**src/design/pmc_pkg.sv**
```systemverilog
// Shared types, codes and defaults for the Prim maze carver.
package pmc_pkg;

  // default grid size
  localparam int GRID_WIDTH_DEF  = 128;
  localparam int GRID_HEIGHT_DEF = 64;

  // width of the random fields
  localparam int RAND_W = 15;

  // command codes
  localparam logic CMD_START = 1'b0;
  localparam logic CMD_STEP  = 1'b1;

  // cell codes
  localparam logic [1:0] CELL_ROAD = 2'd0;
  localparam logic [1:0] CELL_WALL = 2'd1;
  localparam logic [1:0] CELL_WAIT = 2'd2;

  // neighbor directions, checked in this order
  localparam logic [1:0] DIR_UP    = 2'd0;
  localparam logic [1:0] DIR_DOWN  = 2'd1;
  localparam logic [1:0] DIR_LEFT  = 2'd2;
  localparam logic [1:0] DIR_RIGHT = 2'd3;

  typedef struct packed {
    logic               command;
    logic [RAND_W-1:0]  frontier_random;
    logic [RAND_W-1:0]  link_random;
  } cmd_word_t;

  typedef struct packed {
    logic [6:0]  cell_x;
    logic [5:0]  cell_y;
    logic [6:0]  passage_x;
    logic [5:0]  passage_y;
    logic        passage_valid;
    logic        finished;
    logic [11:0] frontier_size;
  } res_word_t;

  typedef enum logic [3:0] {
    S_IDLE,
    S_CLEAR,
    S_SEED,
    S_MODF,
    S_ENT_RD,
    S_ENT_WAIT,
    S_NB_RD,
    S_NB_CHK,
    S_MODL,
    S_CARVE,
    S_ROAD,
    S_ADD_RD,
    S_ADD_CHK,
    S_SHIFT_RD,
    S_SHIFT_WR,
    S_DONE
  } state_t;

endpackage

```
**src/design/pmc_ram.sv**
```systemverilog
// Generic single-write, single-read RAM with registered read data.
module pmc_ram import pmc_pkg::*; #(
  parameter int WIDTH = 2,
  parameter int DEPTH = 16
) (
  input  logic                     clk,
  input  logic                     we,
  input  logic [$clog2(DEPTH)-1:0] waddr,
  input  logic [WIDTH-1:0]         wdata,
  input  logic [$clog2(DEPTH)-1:0] raddr,
  output logic [WIDTH-1:0]         rdata
);

  logic [WIDTH-1:0] mem [DEPTH];

  always_ff @(posedge clk) begin
    if (we) begin
      mem[waddr] <= wdata;
    end
    rdata <= mem[raddr];
  end

endmodule

```
**config.mk**
```make
export PLATFORM = sky130hd
export DESIGN_NAME = pmc_ram
export DESIGN_NICKNAME = d
export VERILOG_FILES = /design/src/design/pmc_pkg.sv /design/src/design/pmc_ram.sv
export SDC_FILE = /design/constraint.sdc
export NUM_CORES = 1
export LEC_CHECK = 0
export BUFFER_PORTS_ARGS = -buffer_cell sky130_fd_sc_hd__buf_2
export CORE_MARGIN = 1.5
export CORE_UTILIZATION = 45
export DETAILED_ROUTE_END_ITERATION = 12
export GPL_TIMING_DRIVEN = 0
export SYNTH_ARGS = -nofsm -noshare
export SYNTH_HDL_FRONTEND = slang
export SYNTH_SLANG_ARGS = --single-unit
```
**constraint.sdc**
```tcl
create_clock -name clk -period 3.8 [get_ports clk]
set_clock_uncertainty 0.2 [all_clocks]
set_input_delay 1.14 -clock clk [delete_from_list [all_inputs] [get_ports clk]]
set_output_delay 1.14 -clock clk [all_outputs]
set_load 0.03 [all_outputs]
```
Word-level counts from Yosys, hierarchy flattened

Memories as Yosys holds them, arrays and structs flattened. A register that Yosys moved wholly into a read port is not among the register bits.
Cells that the tools add are included.

Word-level logic and storage cells: 3
Bits in registers: 0
Memory bits (writable): 32
Memories: 1

Memories:

| memory | depth | width | read ports | clocked after memory_dff | write ports | line          | source |
|---|---|---|---|---|---|---|---|
| mem    | 16    | 2     | 1          | 1                        | 1           | pmc_ram.sv:14 | `logic [WIDTH-1:0] mem [DEPTH];` |

Multiplexer cells: 2

Operators with widths:

| kind              | number |
|---|---|
| 1-bit two-way mux | 2 |

Longest topological paths before layout

Word-level depth: 2
Depth in mapped cells: 4
Mapped depth without buffers: 3

Worst setup path after synthesis

OpenSTA, ideal clock, no wires.

Kind: input port to flip-flop
Start: input port waddr[2]
End: memory mem[0][0] (enable)
Arrival time: 1.845 ns
Path slack: 1.426 ns
Cell stages on the path: 2
Buffers on the path: 0
Cell sequence: or3b_2 nor3_1

RTL lines:

| what               | line          | source |
|---|---|---|
| start: declaration | pmc_ram.sv:8  | `input logic [$clog2(DEPTH)-1:0] waddr,` |
| end: declaration   | pmc_ram.sv:14 |  |

No word-level cell before the write port.

Final worst setup path

Start: input port waddr[2]
End: memory mem[0][0] (enable)

No word-level cell before the write port.

==> metrics <==
DR iter-0 viols 60; pre-CTS setup slack 1.21 ns; maximum number of buffers from clock root to sink 2; Worst-Skew Late Latency 0.33 ns; type of element capturing the critical path flip-flop; site row count 19; result of the run complete, no violations; most frequent cell after synthesis sky130_fd_sc_hd__edfxtp_1; max-slew violations 0; worst-case headroom to the max-slew limit 66.7%; Core Area 2830 um2; weighted congestion at the end of routability-driven global placement 0.706; PD cells 436 nW/um2; post-synthesis register bit count 34; hold violation total from the final report 0; multiplexer area fraction after synthesis 14.1%; DRC viols 0; total gr overflow 0; Leakage Power 0.514 nW; arrival time at the worst endpoint 2.03 ns; pin count of the biggest net entering global routing 17; family with the most delay on the worst path simple AND/OR/NAND/NOR gates; internal power 0.000528 W; Max stage delay on crit path 0.50 ns; maximum clock frequency 0.448 GHz; clock buffer count from CTS 5; synthesized area per cell 17.7 um2; Die Ht 58.4 um; clock-pin slew on the worst setup and hold paths 0.10 ns; final-layout worst hold slack 0.486 ns; sequential element share of the synthesized area 72.5%; adder-cell share of the synthesized area 0%; critical path startpoint category input port; crit-path cells buf_2 > or3b_2 > nor3_1; clock power share 29.6%; synthesis warning total 0; PnR worst setup slack 1.57 ns; Ports 14; first-pass iteration count of the detailed router 4; global-route wire length before repair 3780 um; die outline area 3410 um2; peak ir drop on the vdd network 321 uV; Total Power Consumption 0.000669 W; post_cts resized 0; power spent charging and discharging nets 0.000141 W; area growth from synthesis to final layout 11.2%; final net count 108; post-synthesis compound-gate area fraction 1.09%; number of enable flip-flop cells after synthesis 32; die width 58.4 um; fraction of the mapped netlist area in simple logic gates 11.2%; Max-Cap Viols 0; number of filler instances in the final layout 254; Wirelength per Cell 17.4 um; Buffers & Inverters on Critical Path 1; Post-DRT Antenna Nets 0; gr usage total 16.8%; switching share of total power 21.0%; worst hold path class flip-flop to flip-flop; initial antenna violation count 0; H-tree depth 2; setup repair after global routing missed its margin false; DPL Wire Length 1590 um; number of diodes 0; share of synthesized registers carrying an async set or reset 0%; portion of the clock cycle consumed by the worst path in the final layout 58.7%; total wire length 2230 um; final critical-path required period 2.23 ns; Critical Path Slowest Stage Cell sky130_fd_sc_hd__or3b_2; Top FF cell, synth sky130_fd_sc_hd__edfxtp_1; synthesized netlist net count 90; xor and xnor area share after synthesis 0%; root buffer cell sky130_fd_sc_hd__clkbuf_4; number of setup buffers added after CTS 0; post-synthesis cell count 78; combinational power share 7.6%; maximum fanout along the worst path 4; most numerous cell types in the synthesized netlist 32 x sky130_fd_sc_hd__edfxtp_1, 13 x sky130_fd_sc_hd__nor2_1, 5 x sky130_fd_sc_hd__nand3_1; proportion of netlist area held by the largest area contributor 69.6%; detailed-route vias per instance 5.81; worst-margin pin slew 0.499 ns; dominant combinational cell family by area after synthesis multiplexers; top cells by area in the synthesized netlist sky130_fd_sc_hd__edfxtp_1 70%, sky130_fd_sc_hd__mux4_1 7.6%, sky130_fd_sc_hd__mux4_2 6.5%, sky130_fd_sc_hd__nor2_1 3.5%, sky130_fd_sc_hd__dfxtp_1 2.9%; TritonCTS clock tree yes; count of placed standard cells including taps 120; final count of negative-setup-slack endpoints 0; starting density of the core 48.8%; CTS Hold Buffers Added 0; setup_tns 0 ns; data required time at the worst endpoint 3.60 ns; via count of the first global-routing pass 793; Cell variety after synth 15; clk sinks 34; Syn Std Cell Area 1380 um2; sequential power share 62.8%; Synth area leader sky130_fd_sc_hd__edfxtp_1; number of non-filler instances in the completed layout 128; number of vias in the routed layout 744; layout cell share with drive strength beyond 1 24.7%; number of I/O port buffers 11; critical path type input port to flip-flop
power groups by stage:
stage               sequential [W]  combinational, W  clock [W]
floorplan                 0.000434         0.0000247          0
global placement          0.000429         0.0000499          0
detailed placement        0.000429         0.0000511          0
CTS                       0.000421         0.0000511   0.000205
global route              0.000421         0.0000566   0.000220
finish                    0.000420         0.0000507   0.000198
stage by stage:
step | utilization [%] | instance area, um2
2_1_floorplan | - | 1380
3_3_place_gp | 52.1 | 1470
3_5_place_dp | 52.1 | 1470
4_1_cts | 54.2 | 1530
5_1_grt | 54.2 | 1530
6_report | 54.2 | 1530
tightest hold or removal path, cell delays in order (launching register included):
cell and delay (ns):
sky130_fd_sc_hd__edfxtp_1 0.34, sky130_fd_sc_hd__mux4_1 0.22, sky130_fd_sc_hd__nand2_1 0.05, sky130_fd_sc_hd__nand3_1 0.05
registers in the layout (all words and copies together), names as in the netlist:
signal	cells
mem	32
rdata	2
metal layers:
metal  vias to the layer above  track usage (%)  wire (um)
li1                        349                -          -
met1                       365             20.6        940
met2                        25             26.3       1100
met3                         5             7.25        144
met4                         0             6.98         42
met5                         -                0          0
final cells by class:
cell class                      count  area, um2  share of cell area, %
Clock inverter                      1       5.00                  0.326
Multi-Input combinational cell     42        364                   23.7
Clock buffer                        7       55.1                   3.59
Buffer                              2       15.0                  0.979
Timing Repair Buffer               11       55.1                   3.59
Sequential cell                    34       1000                   65.3
Tap cell                           31       38.8                   2.53
cells by family (layout without fill, tap and decap cells):
family | count (synthesis) | in the layout
AO/OA/AOI/OAI | 2 | 2
buffers and inverters | 2 | 21
flip-flops | 34 | 34
multiplexers | 8 | 8
AND/OR/NAND/NOR | 32 | 32
final timing paths:
| check | cells after the start | slack (ns) | start | to |
|---|---|---|---|---|
| worst min-delay path | 3 | 0.49 | mem[11][0] | rdata[0] |
| worst min register to register | 3 | 0.49 | mem[11][0] | rdata[0] |
| worst max-delay path | 3 | 1.57 | waddr[2] | mem[0][0] |
| worst max register to register | 3 | 2.32 | mem[3][1] | rdata[1] |
cell usage in the layout, fill, tap and decap left out:
cell	netlist	routed
sky130_fd_sc_hd__mux4_1	4	4
sky130_fd_sc_hd__dfxtp_1	2	2
sky130_fd_sc_hd__a22oi_1	2	2
sky130_fd_sc_hd__nor2_1	13	13
sky130_fd_sc_hd__clkinv_2	0	1
sky130_fd_sc_hd__mux4_2	4	4
sky130_fd_sc_hd__clkbuf_1	1	2
sky130_fd_sc_hd__clkbuf_8	0	1
sky130_fd_sc_hd__clkbuf_4	0	5
sky130_fd_sc_hd__nor2b_1	2	2
sky130_fd_sc_hd__nand3_1	5	5
sky130_fd_sc_hd__nand3b_1	2	2
sky130_fd_sc_hd__buf_2	0	11
sky130_fd_sc_hd__buf_6	1	1
sky130_fd_sc_hd__or3b_2	1	1
sky130_fd_sc_hd__nand2_1	3	3
sky130_fd_sc_hd__edfxtp_1	32	32
sky130_fd_sc_hd__nor3_1	4	4
sky130_fd_sc_hd__nand2b_1	2	2
(Power assumes the default switching activity.)
