$ cat src/design/pmc_pkg.sv
// Shared types, codes and defaults for the Prim maze carver.
package pmc_pkg;

  // default grid size
  localparam int GRID_WIDTH_DEF  = 128;
  localparam int GRID_HEIGHT_DEF = 64;

  // width of the random fields
  localparam int RAND_W = 15;

  // command codes
  localparam logic CMD_START = 1'b0;
  localparam logic CMD_STEP  = 1'b1;

  // cell codes
  localparam logic [1:0] CELL_ROAD = 2'd0;
  localparam logic [1:0] CELL_WALL = 2'd1;
  localparam logic [1:0] CELL_WAIT = 2'd2;

  // neighbor directions, checked in this order
  localparam logic [1:0] DIR_UP    = 2'd0;
  localparam logic [1:0] DIR_DOWN  = 2'd1;
  localparam logic [1:0] DIR_LEFT  = 2'd2;
  localparam logic [1:0] DIR_RIGHT = 2'd3;

  typedef struct packed {
    logic               command;
    logic [RAND_W-1:0]  frontier_random;
    logic [RAND_W-1:0]  link_random;
  } cmd_word_t;

  typedef struct packed {
    logic [6:0]  cell_x;
    logic [5:0]  cell_y;
    logic [6:0]  passage_x;
    logic [5:0]  passage_y;
    logic        passage_valid;
    logic        finished;
    logic [11:0] frontier_size;
  } res_word_t;

  typedef enum logic [3:0] {
    S_IDLE,
    S_CLEAR,
    S_SEED,
    S_MODF,
    S_ENT_RD,
    S_ENT_WAIT,
    S_NB_RD,
    S_NB_CHK,
    S_MODL,
    S_CARVE,
    S_ROAD,
    S_ADD_RD,
    S_ADD_CHK,
    S_SHIFT_RD,
    S_SHIFT_WR,
    S_DONE
  } state_t;

endpackage

$ cat src/design/pmc_mod.sv
// Iterative restoring remainder unit, one dividend bit per cycle.
module pmc_mod import pmc_pkg::*; #(
  parameter int DIV_W = 12
) (
  input  logic              clk,
  input  logic              rst,
  input  logic              start,
  input  logic [RAND_W-1:0] dividend,
  input  logic [DIV_W-1:0]  divisor,
  output logic              done,
  output logic [DIV_W-1:0]  rem
);

  localparam int CNT_W = $clog2(RAND_W);

  logic              busy;
  logic [CNT_W-1:0]  cnt;
  logic [RAND_W-1:0] dvd;
  logic [DIV_W-1:0]  dvs;
  logic [DIV_W:0]    trial;

  assign trial = {rem, dvd[RAND_W-1]};

  // shift in one dividend bit, subtract when it fits
  always_ff @(posedge clk) begin
    if (rst) begin
      busy <= 1'b0;
      done <= 1'b0;
      cnt  <= '0;
    end else begin
      done <= 1'b0;
      if (start) begin
        busy <= 1'b1;
        cnt  <= '0;
        dvd  <= dividend;
        dvs  <= divisor;
        rem  <= '0;
      end else if (busy) begin
        if (trial >= {1'b0, dvs}) begin
          rem <= DIV_W'(trial - {1'b0, dvs});
        end else begin
          rem <= trial[DIV_W-1:0];
        end
        dvd <= dvd << 1;
        cnt <= cnt + CNT_W'(1);
        if (cnt == CNT_W'(RAND_W - 1)) begin
          busy <= 1'b0;
          done <= 1'b1;
        end
      end
    end
  end

endmodule

$ cat config.mk
export PLATFORM = sky130hd
export DESIGN_NAME = pmc_mod
export DESIGN_NICKNAME = d
export VERILOG_FILES = /design/src/design/pmc_pkg.sv /design/src/design/pmc_mod.sv
export SDC_FILE = /design/constraint.sdc
export NUM_CORES = 1
export LEC_CHECK = 0
export BUFFER_PORTS_ARGS = -buffer_cell sky130_fd_sc_hd__buf_4
export CAP_MARGIN = 20
export CORE_UTILIZATION = 45
export DETAILED_ROUTE_END_ITERATION = 16
export GPL_ROUTABILITY_DRIVEN = 0
export PLACE_DENSITY = 0.66
export SLEW_MARGIN = 20
export SYNTH_ARGS = -nofsm -noshare
export SYNTH_HDL_FRONTEND = slang
export SYNTH_SLANG_ARGS = --single-unit
$ cat constraint.sdc
create_clock -name clk -period 4.31 [get_ports clk]
set_input_delay 0.6465 -clock clk [delete_from_list [all_inputs] [get_ports clk]]
set_output_delay 0.6465 -clock clk [all_outputs]
set_load 0.02 [all_outputs]
# Word level (Yosys, flattened, before mapping)

Cells that the tools add are included.

Output and inout port bits: 13
Bits of input ports: 30
Register bits after elaboration: 45
Logic and storage cells: 25

Eq/ne operators: 1
Mux-type cells: 8
Add/subtract/negate cells: 2
Bitwise operators: 2
Reduce and logical (&&, ||, !) cells: 5
$lt $le $gt $ge: 1

Operators with widths:

| operator              | count |
|---|---|
| $mux W15              | 2 |
| $mux W12              | 2 |
| $ge A13 B12 Y1        | 1 |
| $sub A12 B12 Y12      | 1 |
| $add A4 B1 Y4 const B | 1 |
| $eq A4 B4 Y1 const B  | 1 |
| $mux W1               | 4 |
| $reduce_and A2 Y1     | 2 |
| $reduce_or A3 Y1      | 1 |
| $not A1 Y1            | 2 |
| $reduce_bool A2 Y1    | 1 |
| $reduce_or A2 Y1      | 1 |

# Longest topological paths before layout

Gate-level depths: netlist (run 1).

Depth after elaboration: 4
Gate-level depth with buffers: 10
Depth with buffers taken out: 10

# Worst setup path after synthesis (run 1)

OpenSTA, ideal clock, no wires.

Path type: input port to flip-flop
Start point: in start
End point: reg dvd[0], enable pin
Path slack: 1.634 ns
Stages on the path: 4
Setup time: 0.411 ns
Required time: 3.899 ns
Arrival time: 2.265 ns
Path through: clkbuf_1 -> buf_6 -> nor2_1 -> nor2_1

Cells in the longest elaborated chain, start to end: 2

RTL lines:

| what                         | line          | text |
|---|---|---|
| start, declared              | pmc_mod.sv:7  | `input logic start,` |
| $reduce_bool A2 Y1 (no line) | n/a           |  |
| $reduce_and A2 Y1 (no line)  | n/a           |  |
| end signal, assigned         | pmc_mod.sv:35 | `dvd <= dividend;` |
| end signal, assigned         | pmc_mod.sv:44 | `dvd <= dvd << 1;` |
| end, declared                | pmc_mod.sv:18 | `logic [RAND_W-1:0] dvd;` |

No other way between the ends.
A chain may end at the register's enable or synchronous reset.

# Worst setup path in the final report (run 1)

Start point: reg rem[5]
End point: reg rem[1], data pin

Cells in the longest elaborated chain, start to end: 3

RTL lines:

| what                   | line          | text |
|---|---|---|
| start, declared        | pmc_mod.sv:11 | `output logic [DIV_W-1:0] rem` |
| start signal, assigned | pmc_mod.sv:40 | `rem <= DIV_W'(trial - {1'b0, dvs});` |
| start signal, assigned | pmc_mod.sv:42 | `rem <= trial[DIV_W-1:0];` |
| $ge A13 B12 Y1         | pmc_mod.sv:39 | `if (trial >= {1'b0, dvs}) begin` |
| $mux W12               | pmc_mod.sv:39 |  |
| $mux W12               | pmc_mod.sv:38 | `end else if (busy) begin` |

No other way between the ends. The select of a mux whose other input is x is not followed.

==> results of run 1 <==
## cells in the mapped netlist, types with 4 or more instances
master    number
nand3_1        4
nand2_1        4
a21oi_1        4
edfxtp_1      39
xnor2_1        4
mux2_2        14
xor2_1         6
ha_1          14
nor3_1         7
a21o_1         4
dfxtp_1        6
inv_1         19
mux2i_1        9
o21a_1         4
nor2_1        15
## layout make-up
type	instances	area, um^2	share of cell area
sequential	45	1291	0.4423
timing repair buffer	44	330.3	0.1132
inverter	19	71.32	0.02443
clock inverter	3	46.29	0.01586
multi-input combinational	127	1023	0.3506
clock buffer	5	68.82	0.02357
tap	70	87.58	0.03000
## how the worst max path moves through the flow
stage / slack (ps) / end / start / cells past startpoint
6_report: 1420 / rem[1] / rem[5] / 7
5_1_grt: 1260 / rem[6] / rem[5] / 7
4_1_cts: 1420 / rem[1] / rem[5] / 7
3_5_place_dp: 1450 / rem[1] / rem[5] / 7
3_3_place_gp: 1590 / rem[1] / rem[5] / 7
2_1_floorplan: 1630 / dvd[0] / start / 4
## flip-flops by register name, summed over array words and instances (netlist names)
register	flops
done	1
dvs	12
cnt	4
rem	12
dvd	15
busy	1
## power groups by stage
stage	Combinational, mW	Sequential (mW)	Clock [mW]
6_report	0.270	0.531	0.322
5_1_grt	0.299	0.535	0.346
4_1_cts	0.273	0.531	0.331
3_5_place_dp	0.271	0.541	0
3_3_place_gp	0.265	0.540	0
2_1_floorplan	0.188	0.552	0
## kinds of logic after synthesis
logic type / count (synthesis)
AND/OR/NAND/NOR: 47
flip-flops: 45
AO/OA/AOI/OAI: 32
buffers and inverters: 27
multiplexers: 23
adder cells (fa/ha/maj): 15
XOR/XNOR: 10
## per-stage QoR
step / power [mW] / setup slack (ps) / utilization / area, um^2 / std cells
floorplan: 0.7397 / 1634 / - / 2442 / 199
global placement: 0.8054 / 1589 / 0.5421 / 2804 / 305
detailed placement: 0.8121 / 1446 / 0.5421 / 2804 / 305
CTS: 1.135 / 1417 / 0.5643 / 2919 / 313
global route: 1.180 / 1256 / 0.5643 / 2919 / 313
finish: 1.122 / 1419 / 0.5643 / 2919 / 313
## per-layer routing
metal,track usage,share of wire,vias to the layer above
met5,0,0,-
met4,0.04321,0.010,0
met3,0.03571,0.033,5
met2,0.2560,0.46,36
met1,0.2395,0.50,750
li1,-,-,819
==> flow_summary.ini, run 1 <==
[detailed_routing]
routed_wl_um = 4331
drc_errors = 0
dr.pass1.iters = 4
avgViaCountPerCell = 5.144
drt_iter0_drc = 138
wl_per_cell_um = 13.84
postRouteAntennaNets = 0
dr_total_vias = 1610

[worst_setup_path]
r2r_slack_ps = 1420
crit_fanout = 15
required_ps = 4350
crit_buf_inv = 0
critPathArrivalTime_ps = 2930
cp_slowest_cell = nor2_2
r2r_end = rem[1]
worstPathCellList = ha_1 -> a211oi_1 -> o21bai_1 -> a41o_2 -> nor2_2 -> mux2i_1 -> nor2_1
reg2reg_depth = 7
cp-end-kind = flop
r2r-start = rem[5]
cp_top_family = compound AO/OA/AOI/OAI gates
startpoint_type = flop
cp_slowest_stage_delay_ps = 670
path_class = flop to flop

[cts]
clk_latency_ps = 300
htree_levels = 2
cts_tree = yes
cts_setup_buffers = 0
root_buffer = clkbuf_8
clkTransAtPathRegs_ps = 90
cts-buffers-inserted = 5
cts.sinks = 45
cts_hold_buf = 0
post_cts_resized = 0
cts_max_path_buffers = 2

[timing]
max_freq_mhz = 345.9
setup_viol_count_final = 0
finalHoldViolations = 0
slew_headroom = 0.4092
fin_crit_ps = 2891
fin_worst_skew_ps = 6.908
rsz0062_at_grt = false
post-route-period-util = 0.6707
holdWs_ps = 516.2
slew_viol_final = 0
worstMarginPinSlew_ps = 885.2
tns_ps = 0

[global_routing]
grt_pass1_vias = 1485
grt_first_pass_wirelength_um = 6982
grt.total_usage = 0.1661
grt_max_degree = 35
overflow = 0
antenna_found_initial = 0

[power_and_ir_drop]
power_leakage_nw = 1.214
p_switching_mw = 0.3072
p_sw_frac = 0.2737
p_comb_frac = 0.241
p_int_mw = 0.8151
power_frac_seq = 0.473
power.share.clock = 0.287
peakVddDrop_mv = 0.2127
power_density_mw_per_mm2 = 384.5

[floorplan]
die_w_um = 75.67
initial_utilization = 0.4722
die_y_um = 75.67
die_area_mm2 = 0.005726
std_cell_rows = 26
core-area_mm2 = 0.005172
io-pin-count = 43

[synth]
netlist_instances = 199
synth_warnings = 0
yosys.area_share.simple = 0.09785
synth.top_cell.area_share = 0.4795
synth.distinct_cells = 46
synth_xor_area_frac = 0.03586
synth-edff-count = 39
syn_area_mm2 = 0.002442
syn_nets = 244
ys_top_cells_by_area = edfxtp_1 48%, ha_1 7.2%, mux2_2 6.5%
synth_top_family_by_area = compound AO/OA/AOI/OAI gates
synth_fa_ha_area_frac = 0.07992
synth_area_per_cell_um2 = 12.27
synth_largest_area_cell = edfxtp_1
synth_compound_area_frac = 0.1030
ys_seq_elements = 45
async_reset_ff_frac = 0
muxShareOfSynthArea = 0.1014
dominantRegCellSynth = edfxtp_1
seq_area_frac_synth = 0.5287

[layout]
drive_gt1_frac = 0.3045
nets = 287
layout_common_cells = 44 x buf_4, 39 x edfxtp_1, 19 x inv_1
final_common_cell = buf_4
insertedDiodeCount = 0
n_fill_cell = 462
syn_to_final_growth_pct = 19.52

[hold_path]
hold_class = primary input to flop
hp-start = divisor[2]
min_path_cells = 1
min_to = dvs[2]

[placement]
port_buffers = 42
place_hpwl_um = 3089

[outcome]
outcome = completed

[flow_run]
cap_viol_max_count = 0
(Power assumes the default switching activity.)
==> run 2, diff against run 1 <==
==> constraint.sdc (replaced) <==
create_clock -name clk -period 3 [get_ports clk]
set_input_delay 0.45 -clock clk [delete_from_list [all_inputs] [get_ports clk]]
set_output_delay 0.45 -clock clk [all_outputs]
set_load 0.02 [all_outputs]
==> run 2 against run 1 <==
First-iteration DRC count unchanged. Non-clock buffer count grew 2. Cell count increased by 0.64%. Fmax grew 10%. Global-route usage grew 1.5 points. Sequential share of layout area grew 0.21 points. Register-to-register slack worse by 1000 ps. Largest cell class unchanged. Highest routed layer unchanged.
==> flow_summary.ini, run 2 (synthesis results as in run 1) <==
[worst_setup_path]
r2r_slack_ps = 380
critPathArrivalTime_ps = 2790
startpoint_type = flop
required_ps = 3170
crit_fanout = 4
path_class = flop to flop
cp-startpoint = dvd[14]
r2r-start = dvd[14]
cp-end-kind = flop

[power_and_ir_drop]
power_frac_seq = 0.497
p_sw_frac = 0.2896
peakVddDrop_mv = 0.3060
p_switching_mw = 0.4439
power_mw = 1.533
power.share.clock = 0.243
p_int_mw = 1.089
p_comb_frac = 0.260
power_leakage_nw = 1.213
power_density_mw_per_mm2 = 527.6

[layout]
final_common_cell = buf_4
layout_common_cells = 46 x buf_4, 39 x edfxtp_1, 19 x inv_1
seq_area_mm2 = 0.001291
multi_input_area_mm2 = 0.001023
drive_gt1_frac = 0.3102
reg_top3 = dvd (15), dvs (12), rem (12)
nets = 289
insertedDiodeCount = 0
largest_register_ff_count = 15
largest_register = dvd
syn_to_final_growth_pct = 18.96
finalInstanceArea_mm2 = 0.002905
n_fill_cell = 451
final_core_utilization = 0.5617

[detailed_routing]
drt_iter0_drc = 138
postRouteAntennaNets = 0
routed_wl_um = 4495
dr.pass1.iters = 4
dr_total_vias = 1647
drc_errors = 0
wl_per_cell_um = 14.27
avgViaCountPerCell = 5.229

[timing]
max_freq_mhz = 381.5
fin_crit_ps = 2621
tns_ps = 0
finalHoldViolations = 0
worstMarginPinSlew_ps = 630.4
setup_viol_count_final = 0
post-route-period-util = 0.8736
fin_worst_skew_ps = 6.658
slew_viol_final = 0
rsz0062_at_grt = false
holdWs_ps = 318.5
slew_headroom = 0.5782

[placement]
port_buffers = 42
placed_area_mm2 = 0.002819
place_hpwl_um = 3044

[cts]
cts-buffers-inserted = 5
clk_latency_ps = 300
clkTransAtPathRegs_ps = 90
cts_setup_buffers = 0
cts_hold_buf = 0
post_cts_resized = 0
cts.sinks = 45
htree_levels = 2
cts_tree = yes
root_buffer = clkbuf_8
cts_max_path_buffers = 2

[floorplan]
core-area_mm2 = 0.005172
die_area_mm2 = 0.005726
initial_utilization = 0.4722
die_w_um = 75.67
io-pin-count = 43
die_y_um = 75.67
std_cell_rows = 26

[flow_run]
cap_viol_max_count = 0

[global_routing]
grt_first_pass_wirelength_um = 7472
grt.total_usage = 0.1810
antenna_found_initial = 0
grt_max_degree = 35
grt_pass1_vias = 1618
overflow = 0

[hold_path]
hp-start = divisor[1]
hold_class = primary input to flop

[outcome]
outcome = completed
## run 2: path summary, 6_finish.rpt
| check | end | cells after the start |
|---|---|---|
| setup / recovery | rem[8] | 10 |
| setup reg to reg | rem[8] | 10 |
| hold reg to reg | cnt[1] | 2 |
| hold / removal | dvs[1] | 1 |
## run 2: stage by stage
step / instances / setup slack, ps
3_5_place_dp: 307 / 417.0
4_1_cts: 315 / 392.6
5_1_grt: 315 / 261.3
3_3_place_gp: 307 / 495.9
6_report: 315 / 379.1
2_1_floorplan: 199 / 520.6
## run 2: final cells by class
class,instances,area share
clock buffer,5,0.02369
clock inverter,3,0.006029
inverter,19,0.02455
multi-input combinational,127,0.3523
sequential,45,0.4444
tap,70,0.03015
timing repair buffer,46,0.1189
## run 2: power groups by stage
stage	Clock [mW]	Sequential [mW]	Combinational (mW)
floorplan	0	0.793	0.270
global placement	0	0.776	0.390
detailed placement	0	0.777	0.397
CTS	0.385	0.763	0.400
global route	0.410	0.768	0.440
finish	0.373	0.762	0.398
## run 2: per-layer routing
| metal | share of wire | GRT usage |
|---|---|---|
| met4 | 0.012 | 0.06584 |
| met2 | 0.46 | 0.2837 |
| met5 | 0 | 0 |
| met3 | 0.035 | 0.05688 |
| met1 | 0.49 | 0.2372 |
## run 2: worst max-delay path, stage by stage, from the launching register on
cell	delay [ps]
edfxtp_1	370
inv_1	80
ha_1	190
inv_1	60
fa_1	400
a21o_1	220
a221oi_2	420
or4b_1	480
o211ai_1	100
mux2i_1	90
nor2_1	80
